--- src/jsu_pkg.sv ---
// Shared types, codes and helpers for the JSON string unescaper.
package jsu_pkg;

  typedef struct packed {
    logic [7:0] in_byte;
    logic       is_final;
  } in_item_t;

  typedef struct packed {
    logic [1:0] result_kind;
    logic [7:0] out_byte;
    logic [2:0] error_cause;
    logic       run_last;
  } out_item_t;

  // One queued job: a single result, or a code point that expands to 1..3 UTF-8 bytes.
  typedef struct packed {
    logic [1:0]  kind;
    logic [2:0]  cause;
    logic [15:0] value;
    logic [1:0]  count;
  } job_t;

  localparam int QDepth = 4;
  localparam int QAw    = $clog2(QDepth);

  localparam logic [1:0] PH_IDLE = 2'd0;
  localparam logic [1:0] PH_STR  = 2'd1;
  localparam logic [1:0] PH_ESC  = 2'd2;
  localparam logic [1:0] PH_HEX  = 2'd3;

  localparam logic [1:0] KIND_DATA = 2'd0;
  localparam logic [1:0] KIND_DONE = 2'd1;
  localparam logic [1:0] KIND_ERR  = 2'd2;

  localparam logic [2:0] ERR_NONE    = 3'd0;
  localparam logic [2:0] ERR_NOQUOTE = 3'd1;
  localparam logic [2:0] ERR_CTRL    = 3'd2;
  localparam logic [2:0] ERR_ESC     = 3'd3;
  localparam logic [2:0] ERR_HEX     = 3'd4;
  localparam logic [2:0] ERR_SURR    = 3'd5;
  localparam logic [2:0] ERR_UNTERM  = 3'd6;

  localparam logic [15:0] SURR_LO   = 16'hd800;
  localparam logic [15:0] SURR_HI   = 16'hdfff;
  localparam logic [15:0] MAX_1BYTE = 16'h007f;
  localparam logic [15:0] MAX_2BYTE = 16'h07ff;
  localparam logic [7:0]  LEAD_2    = 8'hc0;
  localparam logic [7:0]  LEAD_3    = 8'he0;
  localparam logic [7:0]  CONT      = 8'h80;
  localparam logic [7:0]  CTRL_TOP  = 8'h20;

  // {valid, nibble}
  function automatic logic [4:0] hex_decode(input logic [7:0] c);
    logic [4:0] r;
    r = 5'd0;
    if (c >= "0" && c <= "9") r = {1'b1, 4'(c - "0")};
    else if (c >= "a" && c <= "f") r = {1'b1, 4'(c - "a" + 8'd10)};
    else if (c >= "A" && c <= "F") r = {1'b1, 4'(c - "A" + 8'd10)};
    return r;
  endfunction

endpackage

--- src/jsu_front.sv ---
// Front end: parse state machine that turns each source byte into zero or one queued job.
module jsu_front import jsu_pkg::*; (
  input  logic     clk,
  input  logic     rst,
  input  logic     take,
  input  in_item_t item,
  output logic     push,
  output job_t     job
);

  logic [1:0]  phase, phase_next;
  logic [1:0]  hex_seen, hex_seen_next;
  logic [15:0] acc, acc_next;

  logic [7:0]  c;
  logic        fin;
  logic [4:0]  hx;
  logic [15:0] acc_new;
  logic [2:0]  ecause;
  logic        emit;
  logic [15:0] val;
  logic [1:0]  cnt;
  logic [1:0]  knd;

  always_comb begin
    c       = item.in_byte;
    fin     = item.is_final;
    hx      = hex_decode(c);
    acc_new = {acc[11:0], hx[3:0]};
    ecause  = ERR_NONE;
    emit    = 1'b0;
    val     = 16'd0;
    cnt     = 2'd1;
    knd     = KIND_DATA;
    phase_next    = phase;
    hex_seen_next = hex_seen;
    acc_next      = acc;
    case (phase)
      PH_IDLE: begin
        if (c == "\"") begin
          if (fin) ecause = ERR_UNTERM;
          else phase_next = PH_STR;
        end else if (c == " " || c == 8'h09 || c == 8'h0d || c == 8'h0a) begin
          if (fin) ecause = ERR_NOQUOTE;
        end else begin
          ecause = ERR_NOQUOTE;
        end
      end
      PH_STR: begin
        if (c == "\"") begin
          emit = 1'b1;
          knd  = KIND_DONE;
          phase_next = PH_IDLE;
        end else if (c < CTRL_TOP) begin
          ecause = ERR_CTRL;
        end else if (fin) begin
          ecause = ERR_UNTERM;
        end else if (c == "\\") begin
          phase_next = PH_ESC;
        end else begin
          emit = 1'b1;
          val  = {8'd0, c};
        end
      end
      PH_ESC: begin
        case (c)
          "\"":    val = {8'd0, c};
          "\\":    val = {8'd0, c};
          "/":     val = {8'd0, c};
          "b":     val = 16'h0008;
          "f":     val = 16'h000c;
          "n":     val = 16'h000a;
          "r":     val = 16'h000d;
          "t":     val = 16'h0009;
          "u":     val = 16'd0;
          default: ecause = ERR_ESC;
        endcase
        if (ecause == ERR_NONE) begin
          if (fin) begin
            ecause = ERR_UNTERM;
          end else if (c == "u") begin
            phase_next    = PH_HEX;
            hex_seen_next = 2'd0;
            acc_next      = 16'd0;
          end else begin
            phase_next = PH_STR;
            emit       = 1'b1;
          end
        end
      end
      default: begin
        if (!hx[4]) begin
          ecause = ERR_HEX;
        end else if (hex_seen == 2'd3) begin
          if (acc_new >= SURR_LO && acc_new <= SURR_HI) ecause = ERR_SURR;
          else if (fin) ecause = ERR_UNTERM;
          else begin
            phase_next    = PH_STR;
            hex_seen_next = 2'd0;
            acc_next      = 16'd0;
            emit = 1'b1;
            val  = acc_new;
            if (acc_new <= MAX_1BYTE) cnt = 2'd1;
            else if (acc_new <= MAX_2BYTE) cnt = 2'd2;
            else cnt = 2'd3;
          end
        end else if (fin) begin
          ecause = ERR_UNTERM;
        end else begin
          hex_seen_next = hex_seen + 2'd1;
          acc_next      = acc_new;
        end
      end
    endcase
    // any error wins over data and sends the parser back to idle
    if (ecause != ERR_NONE) begin
      emit = 1'b1;
      knd  = KIND_ERR;
      val  = 16'd0;
      cnt  = 2'd1;
      phase_next    = PH_IDLE;
      hex_seen_next = 2'd0;
      acc_next      = 16'd0;
    end else if (knd == KIND_DONE) begin
      hex_seen_next = 2'd0;
      acc_next      = 16'd0;
    end
    push      = take && emit;
    job.kind  = knd;
    job.cause = ecause;
    job.value = val;
    job.count = cnt;
  end

  always_ff @(posedge clk) begin
    if (rst) begin
      phase    <= PH_IDLE;
      hex_seen <= 2'd0;
      acc      <= 16'd0;
    end else if (take) begin
      phase    <= phase_next;
      hex_seen <= hex_seen_next;
      acc      <= acc_next;
    end
  end

endmodule

--- src/jsu_queue.sv ---
// Small job FIFO between the parser and the UTF-8 emitter.
module jsu_queue import jsu_pkg::*; (
  input  logic clk,
  input  logic rst,
  input  logic push,
  input  job_t wr_job,
  input  logic pop,
  output logic full,
  output logic nonempty,
  output job_t head
);

  job_t             mem [QDepth];
  logic [QAw-1:0]   wr_ptr, rd_ptr;
  logic [QAw:0]     level;

  assign full     = (level == (QAw+1)'(QDepth));
  assign nonempty = (level != '0);
  assign head     = mem[rd_ptr];

  always_ff @(posedge clk) begin
    if (push) mem[wr_ptr] <= wr_job;
  end

  always_ff @(posedge clk) begin
    if (rst) begin
      wr_ptr <= '0;
      rd_ptr <= '0;
      level  <= '0;
    end else begin
      if (push) wr_ptr <= wr_ptr + QAw'(1);
      if (pop)  rd_ptr <= rd_ptr + QAw'(1);
      case ({push, pop})
        2'b10:   level <= level + (QAw+1)'(1);
        2'b01:   level <= level - (QAw+1)'(1);
        default: level <= level;
      endcase
    end
  end

endmodule

--- src/jsu_back.sv ---
// Back end: expands queued jobs into output-register result beats, one per cycle unless stalled.
module jsu_back import jsu_pkg::*; (
  input  logic      clk,
  input  logic      rst,
  input  logic      nonempty,
  input  job_t      head,
  output logic      pop,
  output logic      res_valid,
  input  logic      res_stall,
  output out_item_t res_item
);

  logic [1:0] idx;
  logic       load;
  logic       last;
  logic [7:0] byte_val;

  assign load = nonempty && (!res_valid || !res_stall);
  assign last = (idx == head.count - 2'd1);
  assign pop  = load && last;

  always_comb begin
    case (head.count)
      2'd2: begin
        if (idx == 2'd0) byte_val = LEAD_2 | {3'd0, head.value[10:6]};
        else byte_val = CONT | {2'd0, head.value[5:0]};
      end
      2'd3: begin
        case (idx)
          2'd0:    byte_val = LEAD_3 | {4'd0, head.value[15:12]};
          2'd1:    byte_val = CONT | {2'd0, head.value[11:6]};
          default: byte_val = CONT | {2'd0, head.value[5:0]};
        endcase
      end
      default: byte_val = head.value[7:0];
    endcase
  end

  always_ff @(posedge clk) begin
    if (rst) begin
      res_valid <= 1'b0;
      idx       <= 2'd0;
    end else begin
      if (load) begin
        res_valid <= 1'b1;
        idx       <= last ? 2'd0 : idx + 2'd1;
      end else if (!res_stall) begin
        res_valid <= 1'b0;
      end
    end
  end

  always_ff @(posedge clk) begin
    if (load) begin
      res_item.result_kind <= head.kind;
      res_item.out_byte    <= byte_val;
      res_item.error_cause <= head.cause;
      res_item.run_last    <= last;
    end
  end

endmodule

--- src/json_string_unescape_utf8_core.sv ---
// Top level: JSON string unescaper, source bytes in, UTF-8 string bytes and status out.
// A taken byte's job is written to the job queue; its beats then go to the output register.
// Throughput: one source byte per cycle unless the job queue is full; a \u escape emits up to
//   three beats from the emitter at one beat per cycle unless res_stall is high, with a
//   four-entry job queue absorbing the burst.
// Reset (rst, synchronous): parser idle awaiting a quote, queue empty, no result valid.
module json_string_unescape_utf8_core import jsu_pkg::*; (
  input  logic      clk,
  input  logic      rst,
  input  logic      src_valid,
  output logic      src_stall,
  input  in_item_t  src_item,
  output logic      res_valid,
  input  logic      res_stall,
  output out_item_t res_item
);

  logic take;
  logic push;
  logic pop;
  logic q_full;
  logic q_nonempty;
  job_t new_job;
  job_t head_job;

  // Parser stalls only when the job queue is full; it never waits on the output side directly.
  assign src_stall = q_full;
  assign take      = src_valid && !q_full;

  jsu_front u_front (
    .clk  (clk),
    .rst  (rst),
    .take (take),
    .item (src_item),
    .push (push),
    .job  (new_job)
  );

  jsu_queue u_queue (
    .clk      (clk),
    .rst      (rst),
    .push     (push),
    .wr_job   (new_job),
    .pop      (pop),
    .full     (q_full),
    .nonempty (q_nonempty),
    .head     (head_job)
  );

  // Emitter: walks each job's beats and marks the final beat of the source byte.
  jsu_back u_back (
    .clk       (clk),
    .rst       (rst),
    .nonempty  (q_nonempty),
    .head      (head_job),
    .pop       (pop),
    .res_valid (res_valid),
    .res_stall (res_stall),
    .res_item  (res_item)
  );

endmodule

--- config.mk ---
export PLATFORM = sky130hd
export DESIGN_NAME = json_string_unescape_utf8_core
export DESIGN_NICKNAME = d
export VERILOG_FILES = /design/src/jsu_pkg.sv /design/src/jsu_front.sv /design/src/jsu_queue.sv /design/src/jsu_back.sv /design/src/json_string_unescape_utf8_core.sv
export SDC_FILE = /design/constraint.sdc
export NUM_CORES = 1
export LEC_CHECK = 0
export ABC_CLOCK_PERIOD_IN_PS = 4700
export BUFFER_PORTS_ARGS = -buffer_cell sky130_fd_sc_hd__buf_2
export CAP_MARGIN = 20
export CORE_MARGIN = 1
export CORE_UTILIZATION = 50
export CTS_CLUSTER_DIAMETER = 40
export CTS_CLUSTER_SIZE = 40
export DETAILED_ROUTE_END_ITERATION = 10
export GPL_TIMING_DRIVEN = 0
export HOLD_SLACK_MARGIN = 0.05
export MAX_ROUTING_LAYER = met4
export PLACE_DENSITY = 0.72
export SLEW_MARGIN = 5
export SYNTH_ARGS = -nofsm -noshare
export SYNTH_HDL_FRONTEND = slang
export SYNTH_SLANG_ARGS = --single-unit
--- constraint.sdc ---
create_clock -name clk -period 4.7 [get_ports clk]
set_input_delay 0.94 -clock clk [delete_from_list [all_inputs] [get_ports clk]]
set_output_delay 0.94 -clock clk [all_outputs]
set_load 0.1 [all_outputs]
### Yosys cells after proc, flatten, opt, wreduce, memory -nomap -nowiden

Memories as Yosys holds them, arrays and structs flattened. A register that Yosys moved wholly into a read port is not among the register bits.
Cells that the tools add are included.

| cells by class | value |
|---|---|
| add/subtract/negate cells | 12 |
| multiply operators | 0 |
| div/mod/pow operators | 0 |
| $lt $le $gt $ge | 11 |
| equality and inequality tests | 39 |
| shift-type cells | 0 |
| muxes and demuxes | 99 |
| bitwise gates (word level) | 0 |
| reduce and logical (&&, ||, !) cells | 30 |

Operators with widths:

| operator | count |
|---|---|
| $mux 16 | 8 |
| $mux 12 | 10 |
| $mux 2 | 36 |
| $eq 8x7->1 const B | 7 |
| $pmux 16 s3 | 1 |
| $pmux 8 s6 | 1 |
| $mux 3 | 10 |
| $eq 8x4->1 const B | 3 |
| $eq 8x6->1 const B | 3 |
| $pmux 12 s2 | 1 |
| $mux 1 | 20 |
| $ge 16x16->1 const B | 1 |
| $ge 8x7->1 const B | 2 |
| $le 16x11->1 const B | 1 |
| $le 16x16->1 const B | 1 |
| $le 16x7->1 const B | 1 |
| $le 8x7->1 const B | 2 |
| $ne 4x1->1 const B | 4 |
| $pmux 8 s2 | 1 |
| $mux 5 | 3 |
| $ne 5x5->1 const B | 3 |
| $pmux 7 s2 | 1 |
| $sub 4x1->4 const B | 3 |
| $eq 2x2->1 const B | 5 |
| 37 further kinds | 63 |

| storage, ports and cells | value |
|---|---|
| flip-flop bits (word level) | 40 |
| bits in latches | 0 |
| memory bits (writable) | 92 |
| bits in read-only memories | 0 |
| logic and storage cells | 204 |
| memories | 1 |

Memories:

| name | depth | width | read ports | clocked after Yosys merged registers in | write ports | line | text |
|---|---|---|---|---|---|---|---|
| u_queue.mem | 4 | 23 | 1 | 1 | 1 | jsu_queue.sv:13 | `job_t mem [QDepth];` |

### Logic depth before layout (Yosys ltp)

Gate-level depths: netlist of run 1.

| logic depth | value |
|---|---|
| word-level depth | 16 |
| gate-level depth with buffers | 14 |
| depth with buffers taken out | 14 |

### Modules after synthesis

A second synthesis of run 1 with hierarchy kept.

| second synthesis, totals | value |
|---|---|
| cell total of the unflattened synthesis | 492 |
| area total of the unflattened synthesis | 6665.1 sq um |

Modules (own cells, without submodules):

| module | times used | cells an instance | area each (sq um) |
|---|---|---|---|
| jsu_queue | 1 | 163 | 3779.9 |
| jsu_front | 1 | 251 | 1874.3 |
| jsu_back | 1 | 77 | 997.2 |
| json_string_unescape_utf8_core | 1 | 1 | 13.8 |

### Worst setup path after synthesis of run 1

No wires, ideal clock.

| timing | value |
|---|---|
| path type | input to register |
| start point | in src_item[8] (netlist bit) |
| end point | reg u_queue.level[2] |
| arrival time | 4.276 ns |
| slack | 0.353 ns |
| cell stages on the path | 14 |
| path buffers | 2 |
| cell sequence | buf_6 > or3b_1 > buf_2 > or4_4 > a21oi_4 > nand2_1 > o2bb2ai_2 > a41oi_1 > inv_1 > ha_1 > fa_1 > xnor2_1 > or3_1 > a21oi_1 |

| on the way | value |
|---|---|
| cells in the longest elaborated chain, start to end | 16 |

Ends and longest elaborated chain:

| element | line | text |
|---|---|---|
| from (decl) | json_string_unescape_utf8_core.sv:12 | `input in_item_t src_item,` |
| $ge 8x7->1 / $le 8x7->1 (equally long branches) | jsu_pkg.sv:59 | `else if (c >= "A" && c <= "F") r = {1'b1, 4'(c - "A" + 8'd10)};` |
| $logic_and 1x1->1 | jsu_pkg.sv:59 |  |
| $mux 5 | jsu_pkg.sv:59 |  |
| $mux 5 | jsu_pkg.sv:58 | `else if (c >= "a" && c <= "f") r = {1'b1, 4'(c - "a" + 8'd10)};` |
| $mux 5 | jsu_pkg.sv:57 | `if (c >= "0" && c <= "9") r = {1'b1, 4'(c - "0")};` |
| $ge 16x16->1 / $le 16x16->1 (equally long branches) | jsu_front.sv:95 | `if (acc_new >= SURR_LO && acc_new <= SURR_HI) ecause = ERR_SURR;` |
| $logic_and 1x1->1 | jsu_front.sv:95 |  |
| $mux 3 | jsu_front.sv:95 |  |
| $mux 3 | jsu_front.sv:94 | `end else if (hex_seen == 2'd3) begin` |
| $mux 3 | jsu_front.sv:92 | `if (!hx[4]) begin` |
| $pmux 3 s3 | jsu_front.sv:38 | `case (phase)` |
| $reduce_bool 3->1 | jsu_front.sv:116 | `if (ecause != ERR_NONE) begin` |
| $mux 1 * | jsu_front.sv:116 |  |
| $logic_and 1x1->1 * | jsu_front.sv:128 | `push = take && emit;` |
| $eq 2x1->1 / $eq 2x2->1 (equally long branches) | jsu_queue.sv:33 | `case ({push, pop})` |
| $pmux 3 s2 / $reduce_bool 2->1 (equally long branches) | -- |  |
| to (signal assigned) | jsu_queue.sv:34 | `2'b10: level <= level + (QAw+1)'(1);` |
| to (signal assigned) | jsu_queue.sv:35 | `2'b01: level <= level - (QAw+1)'(1);` |
| to (signal assigned) | jsu_queue.sv:36 | `default: level <= level;` |
| to (decl) | jsu_queue.sv:15 | `logic [QAw:0] level;` |

Every way passes the cells marked *; elsewhere a longest branch is shown, timed or not. The select of a mux whose other input is x is not followed.
A chain may end at the register's enable or synchronous reset.

### Worst setup path after layout of run 1

| timing | value |
|---|---|
| start point | in src_item[1] (netlist bit) |
| end point | reg u_queue.level[2] |

| on the way | value |
|---|---|
| cells in the longest elaborated chain, start to end | 16 |

Ends and longest elaborated chain:

| element | line |
|---|---|
| $sub 4x1->4, or another cell as far along | jsu_pkg.sv:58, jsu_pkg.sv:59 |
| $add 4x4->4 / $logic_and 1x1->1 (equally long branches) | jsu_pkg.sv:58, jsu_pkg.sv:59 |
| $mux 5 | jsu_pkg.sv:59 |
| $mux 5 | jsu_pkg.sv:58 |
| $mux 5 | jsu_pkg.sv:57 |
| $ge 16x16->1 / $le 16x16->1 (equally long branches) | jsu_front.sv:95 |
| $logic_and 1x1->1 | jsu_front.sv:95 |
| $mux 3 | jsu_front.sv:95 |
| $mux 3 | jsu_front.sv:94 |
| $mux 3 | jsu_front.sv:92 |
| $pmux 3 s3 | jsu_front.sv:38 |
| $reduce_bool 3->1 | jsu_front.sv:116 |
| $mux 1 * | jsu_front.sv:116 |
| $logic_and 1x1->1 * | jsu_front.sv:128 |
| $eq 2x1->1 / $eq 2x2->1 (equally long branches) | jsu_queue.sv:33 |
| $pmux 3 s2 / $reduce_bool 2->1 (equally long branches) | -- |

Marks and branches as above.

==> summary.md, run 1 <==
| Metric | Value |
|---|---|
| Status | `completed` |
| DP HPWL | `9.266 mm` |
| Via-to-Cell Ratio | `5.727` |
| Syn. warnings | `0` |
| Share of layout cells above drive strength 1 | `19.28%` |
| WHS | `0.4607 ns` |
| Clk buf depth | `2` |
| Slew headroom | `41.89%` |
| Post-synth ARST share | `0%` |
| Largest net degree at the start of global routing | `17` |
| CTS tree | `done` |
| Fin nets | `550` |
| Worst stage delay on the critical path | `0.47 ns` |
| Leading area contributor after synthesis | `edfxtp_1` |
| Share of the synthesized area in the top cell type | `50.99%` |
| Worst hold path type | `flip-flop to flip-flop` |
| Gr usage total | `22.70%` |
| Placed insts | `665` |
| Initial antenna violation count | `0` |
| Worst-path clk slew | `0.06 ns` |
| DRT Wirelength | `13.10 mm` |
| Critical Path Source Type | `primary input` |
| Fraction of synthesized area in multiplexers | `8.960%` |
| Max IR drop VDD | `292.2 uV` |
| Final setup viols | `0` |
| Required @ worst endpoint | `5.04 ns` |
| Final Cycle Share | `94.77%` |
| DR vias | `3992` |
| Largest family of logic cells by synthesized area | `simple AND/OR/NAND/NOR gates` |
| Worst-path cell chain | `buf_2, inv_1, ha_1, or3b_1, a2111oi_2, nor2_1, a311oi_1, a211oi_4, a41oi_2, inv_1, ha_1, fa_1, xnor2_1, or3_1, a21oi_1` |
| Synth cell count leaders | `edfxtp_1, nor2_1, inv_1` |
| Synth Instances | `468` |
| Placeable core area | `0.01211 mm2` |
| Hold-fix buffers, CTS | `0` |
| CP Capture Type | `flip-flop` |
| Fmax | `224.5 MHz` |
| Pleak | `2.462 nW` |
| Final antenna diode count | `0` |
| DRC | `0` |
| Cell Area, Synth | `0.006242 mm2` |
| Post-route cell area | `0.007295 mm2` |
| Yosys cell types | `71` |
| Synth Area in XOR/XNOR | `1.263%` |
| Htree depth | `4` |
| Detail Route Antenna Nets | `0` |
| Reg-to-reg slack, setup | `0.75 ns` |
| Critical path's slowest cell | `a2111oi_2` |
| Synth Area in Simple Gates | `11.12%` |
| Routability cong. | `0.8646` |
| Final Power | `4.226 mW` |
| Compound-Gate Fraction of Synth Area | `10.74%` |
| Die width | `113.7 um` |
| R2R depth | `11` |
| Power per cell area | `579.4 mW/mm2` |
| WS Path Type | `primary input to flip-flop` |
| First-pass GRT wire length | `21.08 mm` |
| Area after DPL | `0.006650 mm2` |
| WP data arrival | `4.79 ns` |
| Syn_area_per_cell | `13.34 um2` |
| Finished Core Util | `60.23%` |
| Bufs and invs on worst path | `3` |
| Final Non-Filler Cells | `697` |
| First drt pass iteration count | `4` |
| P&R area growth vs syn | `16.86%` |
| Post-synth top flop | `edfxtp_1` |
| Fin. max-slew vios | `0` |
| Clk sinks | `134` |
| FF+latch count, synth | `134` |
| Die height | `113.7 um` |
| # fillers | `955` |
| Post-Synth Adder-Cell Area | `4.330%` |
| Sequential share of the synthesized area | `59.97%` |
| # IOs | `29` |
| Post-Route Skew | `0.004555 ns` |
| Count leader, synth | `edfxtp_1` |
| CP top delay family | `compound AO/OA/AOI/OAI gates` |
| Initial core utilization | `51.54%` |
| Routed length per instance | `18.80 um` |
| Grt ovf | `0` |
| Dpl ws | `-0.4455 ns` |
| Period minus WS final | `4.454 ns` |
| Synth Net Count | `502` |
| Synth top area cells | `edfxtp_1, dfxtp_1, mux4_2` |
| Input/output buffers | `25` |
| RSZ-0062 raised after global routing | `false` |
| FP Rows | `40` |
| Vias in the first global route | `4044` |
| Clk_lat worst skew | `0.41 ns` |
| Post-CTS Setup Bufs | `0` |
| Root Driver | `clkbuf_16` |
| Hold Path Depth | `2` |
| Setup WS post-layout | `0.2457 ns` |
| Critical path fanouts, max | `8` |
| Total negative slack | `0 ns` |
| Number of flops mapped to enable cells by yosys | `106` |
| Slew of the pin with the lowest slew margin | `0.8716 ns` |
| Fin. Hold Viols | `0` |
| Starting DRC count in detailed routing | `264` |
| Max Cap Violations | `0` |
| Die area | `0.01294 mm2` |
| Crit path depth | `15` |
| Total CTS buffers | `17` |
## cells in the final DEF, fill, tap and decap left out, types with 3 or more instances in the layout
cell type / count
xor2_1: 4
o22ai_1: 10
or4_1: 4
nor2_1: 33
clkinvlp_4: 4
nand3_1: 8
o32ai_1: 3
buf_2: 28
nor3_1: 20
clkbuf_16: 17
o211ai_1: 3
nand2b_1: 8
ha_1: 20
and2_1: 5
mux4_2: 23
xnor2_1: 5
buf_8: 3
and3_1: 3
o21ai_0: 13
inv_1: 32
edfxtp_1: 106
a21oi_1: 14
a22o_1: 3
a22oi_1: 8
nand2_1: 30
clkbuf_1: 16
a31oi_1: 3
bufinv_16: 5
dfxtp_1: 28
a21o_1: 3
mux2i_1: 3
clkinv_2: 3
## cell families (layout without fill, tap and decap cells)
| family | Yosys count | in the layout |
|---|---|---|
| flops | 134 | 134 |
| simple gates | 133 | 133 |
| compound gates | 89 | 89 |
| buf+inv | 55 | 116 |
| mux | 27 | 27 |
| fa+ha+maj | 21 | 21 |
| xor+xnor | 9 | 9 |
## worst register-to-register path, delay by kind of cell (launching register included)
family | cells | cell delay [ns]
flip-flops | 1 | 0.31
AND/OR/NAND/NOR | 2 | 0.74
AO/OA/AOI/OAI | 1 | 0.14
adder cells (fa/ha/maj) | 3 | 0.82
XOR/XNOR | 2 | 0.25
multiplexers | 1 | 0.65
buffers and inverters | 2 | 0.98
## flip-flops by register name, indices dropped and copies added (netlist names), named ones only
register and count:
u_back.idx 2, u_back.res_item 14, u_back.res_valid 1, u_front.acc 12, u_front.hex_seen 2, u_front.phase 2
u_queue.level 3, u_queue.mem 92, u_queue.rd_ptr 2, u_queue.wr_ptr 2
## final timing paths
check,from,to
worst max-delay path,src_item[1],u_queue.level[2]
worst min-delay path,u_back.res_valid,u_back.res_valid
worst max register to register,flip-flop,u_queue.level[2]
worst min register to register,u_back.res_valid,u_back.res_valid
## final cells by class
class	instances	area [um2]	area share, %
sequential	134	3744	51.32
multi-input combinational	279	2281	31.27
clock buffer	19	432.9	5.935
tap	168	210.2	2.882
clock inverter	13	203.9	2.796
timing repair buffer	29	197.7	2.710
inverter	33	123.9	1.698
buffer	22	101.3	1.389
## repair_timing
item,4_1_cts,5_1_grt
endpoints found under the hold margin,0,0
resized for setup,1,0
endpoints found under the setup margin,1,0
## power by group
part / internal, mW / switching (mW)
Combinational: 0.354 / 0.916
Clock: 0.938 / 0.466
Sequential: 1.50 / 0.0547
Total: 2.79 / 1.44
## per-layer routing
| metal | vias to the layer above | share of wire, % | GRT usage, % |
|---|---|---|---|
| met5 | - | 0 | - |
| met4 | 0 | 1.7 | 8.158 |
| met3 | 14 | 4.2 | 4.782 |
| met2 | 120 | 51 | 38.13 |
| met1 | 1965 | 43 | 27.15 |
| li1 | 1893 | - | - |
Note: power is estimated with default switching activity, not from simulation.
==> run 2, diff against run 1 <==
Settings changed: CORE_UTILIZATION 50 to 40, PLACE_DENSITY 0.72 to 0.61, SETUP_SLACK_MARGIN from default to 0.4, SLEW_MARGIN 5 to 10.
==> run 2 against run 1 <==
- maximum frequency grew 8.4%
- first-iteration DRC count up 25%
- global-route usage shrank 4.2 points
- combinational power hardly changed
- cell count grew 3.6%
- non-clock buffer count up 5
- flip-flop and latch count stayed put
- power down 5.6%
- critical path type unchanged
- largest power group unchanged
- highest routed layer unchanged
==> summary.md, run 2 (synthesized netlist as in run 1, its figures left out) <==
| Metric | Value |
|---|---|
| Status | `completed (unchanged)` |
| Reg-to-reg slack, setup | `0.94 ns (was 0.75 ns)` |
| Finished Core Util | `48.20% (was 60.23%)` |
| Htree depth | `4 (unchanged)` |
| R2R depth | `11 (unchanged)` |
| Required @ worst endpoint | `5.04 ns (about the same)` |
| Die height | `126.9 um (was 113.7 um)` |
| Fin nets | `555 (was 550)` |
| WS Path Type | `primary input to flip-flop (unchanged)` |
| Via-to-Cell Ratio | `5.583 (was 5.727)` |
| Power per cell area | `544.5 mW/mm2 (was 579.4 mW/mm2)` |
| Worst-path clk slew | `0.05 ns (was 0.06 ns)` |
| WP data arrival | `4.44 ns (was 4.79 ns)` |
| Pleak | `2.461 nW (was 2.462 nW)` |
| Final antenna diode count | `0 (unchanged)` |
| RSZ-0062 raised after global routing | `false (unchanged)` |
| Hold-fix buffers, CTS | `0 (unchanged)` |
| Fin. max-slew vios | `0 (unchanged)` |
| Most used cell along the critical path | `inv_1` |
| Clk_lat worst skew | `0.41 ns (about the same)` |
| Die width | `126.9 um (was 113.7 um)` |
| CP Capture Type | `flip-flop (unchanged)` |
| Slew of the pin with the lowest slew margin | `0.8781 ns (was 0.8716 ns)` |
| Vias in the first global route | `4030 (was 4044)` |
| Worst hold path type | `flip-flop to flip-flop (unchanged)` |
| Routed length per instance | `18.57 um (was 18.80 um)` |
| Post-Route Skew | `0.008233 ns (was 0.004555 ns)` |
| Dpl ws | `-0.1650 ns (was -0.4455 ns)` |
| Worst stage delay on the critical path | `0.45 ns (was 0.47 ns)` |
| Die area | `0.01611 mm2 (was 0.01294 mm2)` |
| Worst hold path endpoint | `u_back.res_valid (unchanged)` |
| Area after DPL | `0.006708 mm2 (was 0.006650 mm2)` |
| Placeable core area | `0.01520 mm2 (was 0.01211 mm2)` |
| DR vias | `4031 (was 3992)` |
| Fin. Hold Viols | `0 (unchanged)` |
| Max reg flops | `92 (unchanged)` |
| Gr usage total | `18.47% (was 22.70%)` |
| Max IR drop VDD | `310.5 uV (was 292.2 uV)` |
| Hold_sp | `u_back.res_valid (unchanged)` |
| Top flop regs | `u_queue.mem (92), u_back.res_item (14), u_front.acc (12) (unchanged)` |
| Root Driver | `clkbuf_16 (unchanged)` |
| Biggest register | `u_queue.mem (unchanged)` |
| Setup WS post-layout | `0.5921 ns (was 0.2457 ns)` |
| DRC | `0 (unchanged)` |
| Share of layout cells above drive strength 1 | `20.41% (was 19.28%)` |
| Clk buf depth | `2 (unchanged)` |
| DRT Wirelength | `13.41 mm (was 13.10 mm)` |
| Period minus WS final | `4.108 ns (was 4.454 ns)` |
| Commonest cells after routing, fill and taps aside | `edfxtp_1, inv_1, nor2_1 (was edfxtp_1, nor2_1, inv_1)` |
| Worst-path cell chain | `buf_2, inv_1, ha_4, or3b_4, a2111oi_4, nor2_2, a211o_1, a22o_1, a41oi_4, inv_1, ha_1, fa_1, xnor2_1, or3_1, a21oi_1 (was buf_2, inv_1, ha_1, or3b_1, a2111oi_2, nor2_1, a311oi_1, a211oi_4, a41oi_2, inv_1, ha_1, fa_1, xnor2_1, or3_1, a21oi_1)` |
| Clk sinks | `134 (unchanged)` |
| Initial core utilization | `41.06% (was 51.54%)` |
| Input/output buffers | `25 (unchanged)` |
| # fillers | `1336 (was 955)` |
| # IOs | `29 (unchanged)` |
| Final Power | `3.989 mW (was 4.226 mW)` |
| Routability cong. | `0.8759 (was 0.8646)` |
| Final Cycle Share | `87.40% (was 94.77%)` |
| Critical path fanouts, max | `8 (unchanged)` |
| Critical Path Source Type | `primary input (unchanged)` |
| FP Rows | `45 (was 40)` |
| Largest net degree at the start of global routing | `17 (unchanged)` |
| P&R area growth vs syn | `17.38% (was 16.86%)` |
| Hold Path Depth | `2 (unchanged)` |
| Starting DRC count in detailed routing | `329 (was 264)` |
| First-pass GRT wire length | `21.63 mm (was 21.08 mm)` |
| Grt ovf | `0 (unchanged)` |
| Final setup viols | `0 (unchanged)` |
| Total negative slack | `0 ns (unchanged)` |
| Total CTS buffers | `17 (unchanged)` |
| Post-route cell area | `0.007327 mm2 (was 0.007295 mm2)` |
| CTS tree | `done (unchanged)` |
| Worst R2R End | `u_queue.level[2] (unchanged)` |
| Slew headroom | `41.46% (was 41.89%)` |
| Max Cap Violations | `0 (unchanged)` |
| Detail Route Antenna Nets | `0 (unchanged)` |
| Initial antenna violation count | `0 (unchanged)` |
| First drt pass iteration count | `4 (unchanged)` |
| Fmax | `243.4 MHz (was 224.5 MHz)` |
| DP HPWL | `9.653 mm (was 9.266 mm)` |
| Critical path's slowest cell | `fa_1 (was a2111oi_2)` |
| Most common cell after layout, fill and taps aside | `edfxtp_1 (unchanged)` |
-- run 2: stage by stage --
stage | cells | hold slack [ns]
final | 722 | 0.4652
after global routing | 722 | 0.4974
after global placement | 681 | 0.4497
after detailed placement | 685 | 0.4630
after floorplan | 468 | 0.4459
after CTS | 719 | 0.4684
-- run 2: routing by layer --
layer,track usage (%),routed length (um),vias to the layer above
li1,-,-,1902
met4,6.793,267,0
met5,-,0,-
met3,3.880,511,24
met2,29.99,6556,96
met1,22.82,6071,2009
-- run 2: repair_timing --
action	4_1_cts	5_1_grt
endpoints found under the setup margin	1	70
buffers inserted	2	3
resized for setup	2	12
pin swaps	1	3
-- run 2: final cells by class --
type                    instances  area [um2]  area share [%]
inverters                      33       123.9           1.691
clock inverters                 5       26.28          0.3586
multi-input cells             279        2351           32.09
repair buffers                 34       260.3           3.552
flip-flops and latches        134        3744           51.09
clock buffers                  27       483.0           6.592
well taps                     188       235.2           3.210
plain buffers                  22       103.9           1.417
-- run 2: how the worst max path moves through the flow --
stage,from,end,slack (ns)
2_1_floorplan,src_item[8],u_queue.level[2],0.47
3_3_place_gp,src_item[1],u_queue.mem[0][6],-0.21
3_5_place_dp,src_item[1],u_queue.level[2],-0.16
4_1_cts,src_item[1],u_queue.level[2],0.41
5_1_grt,src_item[1],u_queue.level[2],0.39
6_report,src_item[1],u_queue.level[2],0.59
-- run 2: worst max-delay path: cells and delay by family --
family          cells  cell delay, ns
compound gates      5            1.30
fa+ha+maj           3            0.87
buf+inv             3            0.36
simple gates        3            0.81
xor+xnor            1            0.15
-- run 2: report_power, final --
| group | leakage, nW | switching, mW | internal [mW] |
|---|---|---|---|
| sequential | 1.20 | 0.0533 | 1.50 |
| combinational | 1.01 | 0.928 | 0.375 |
| clock | 0.253 | 0.437 | 0.697 |
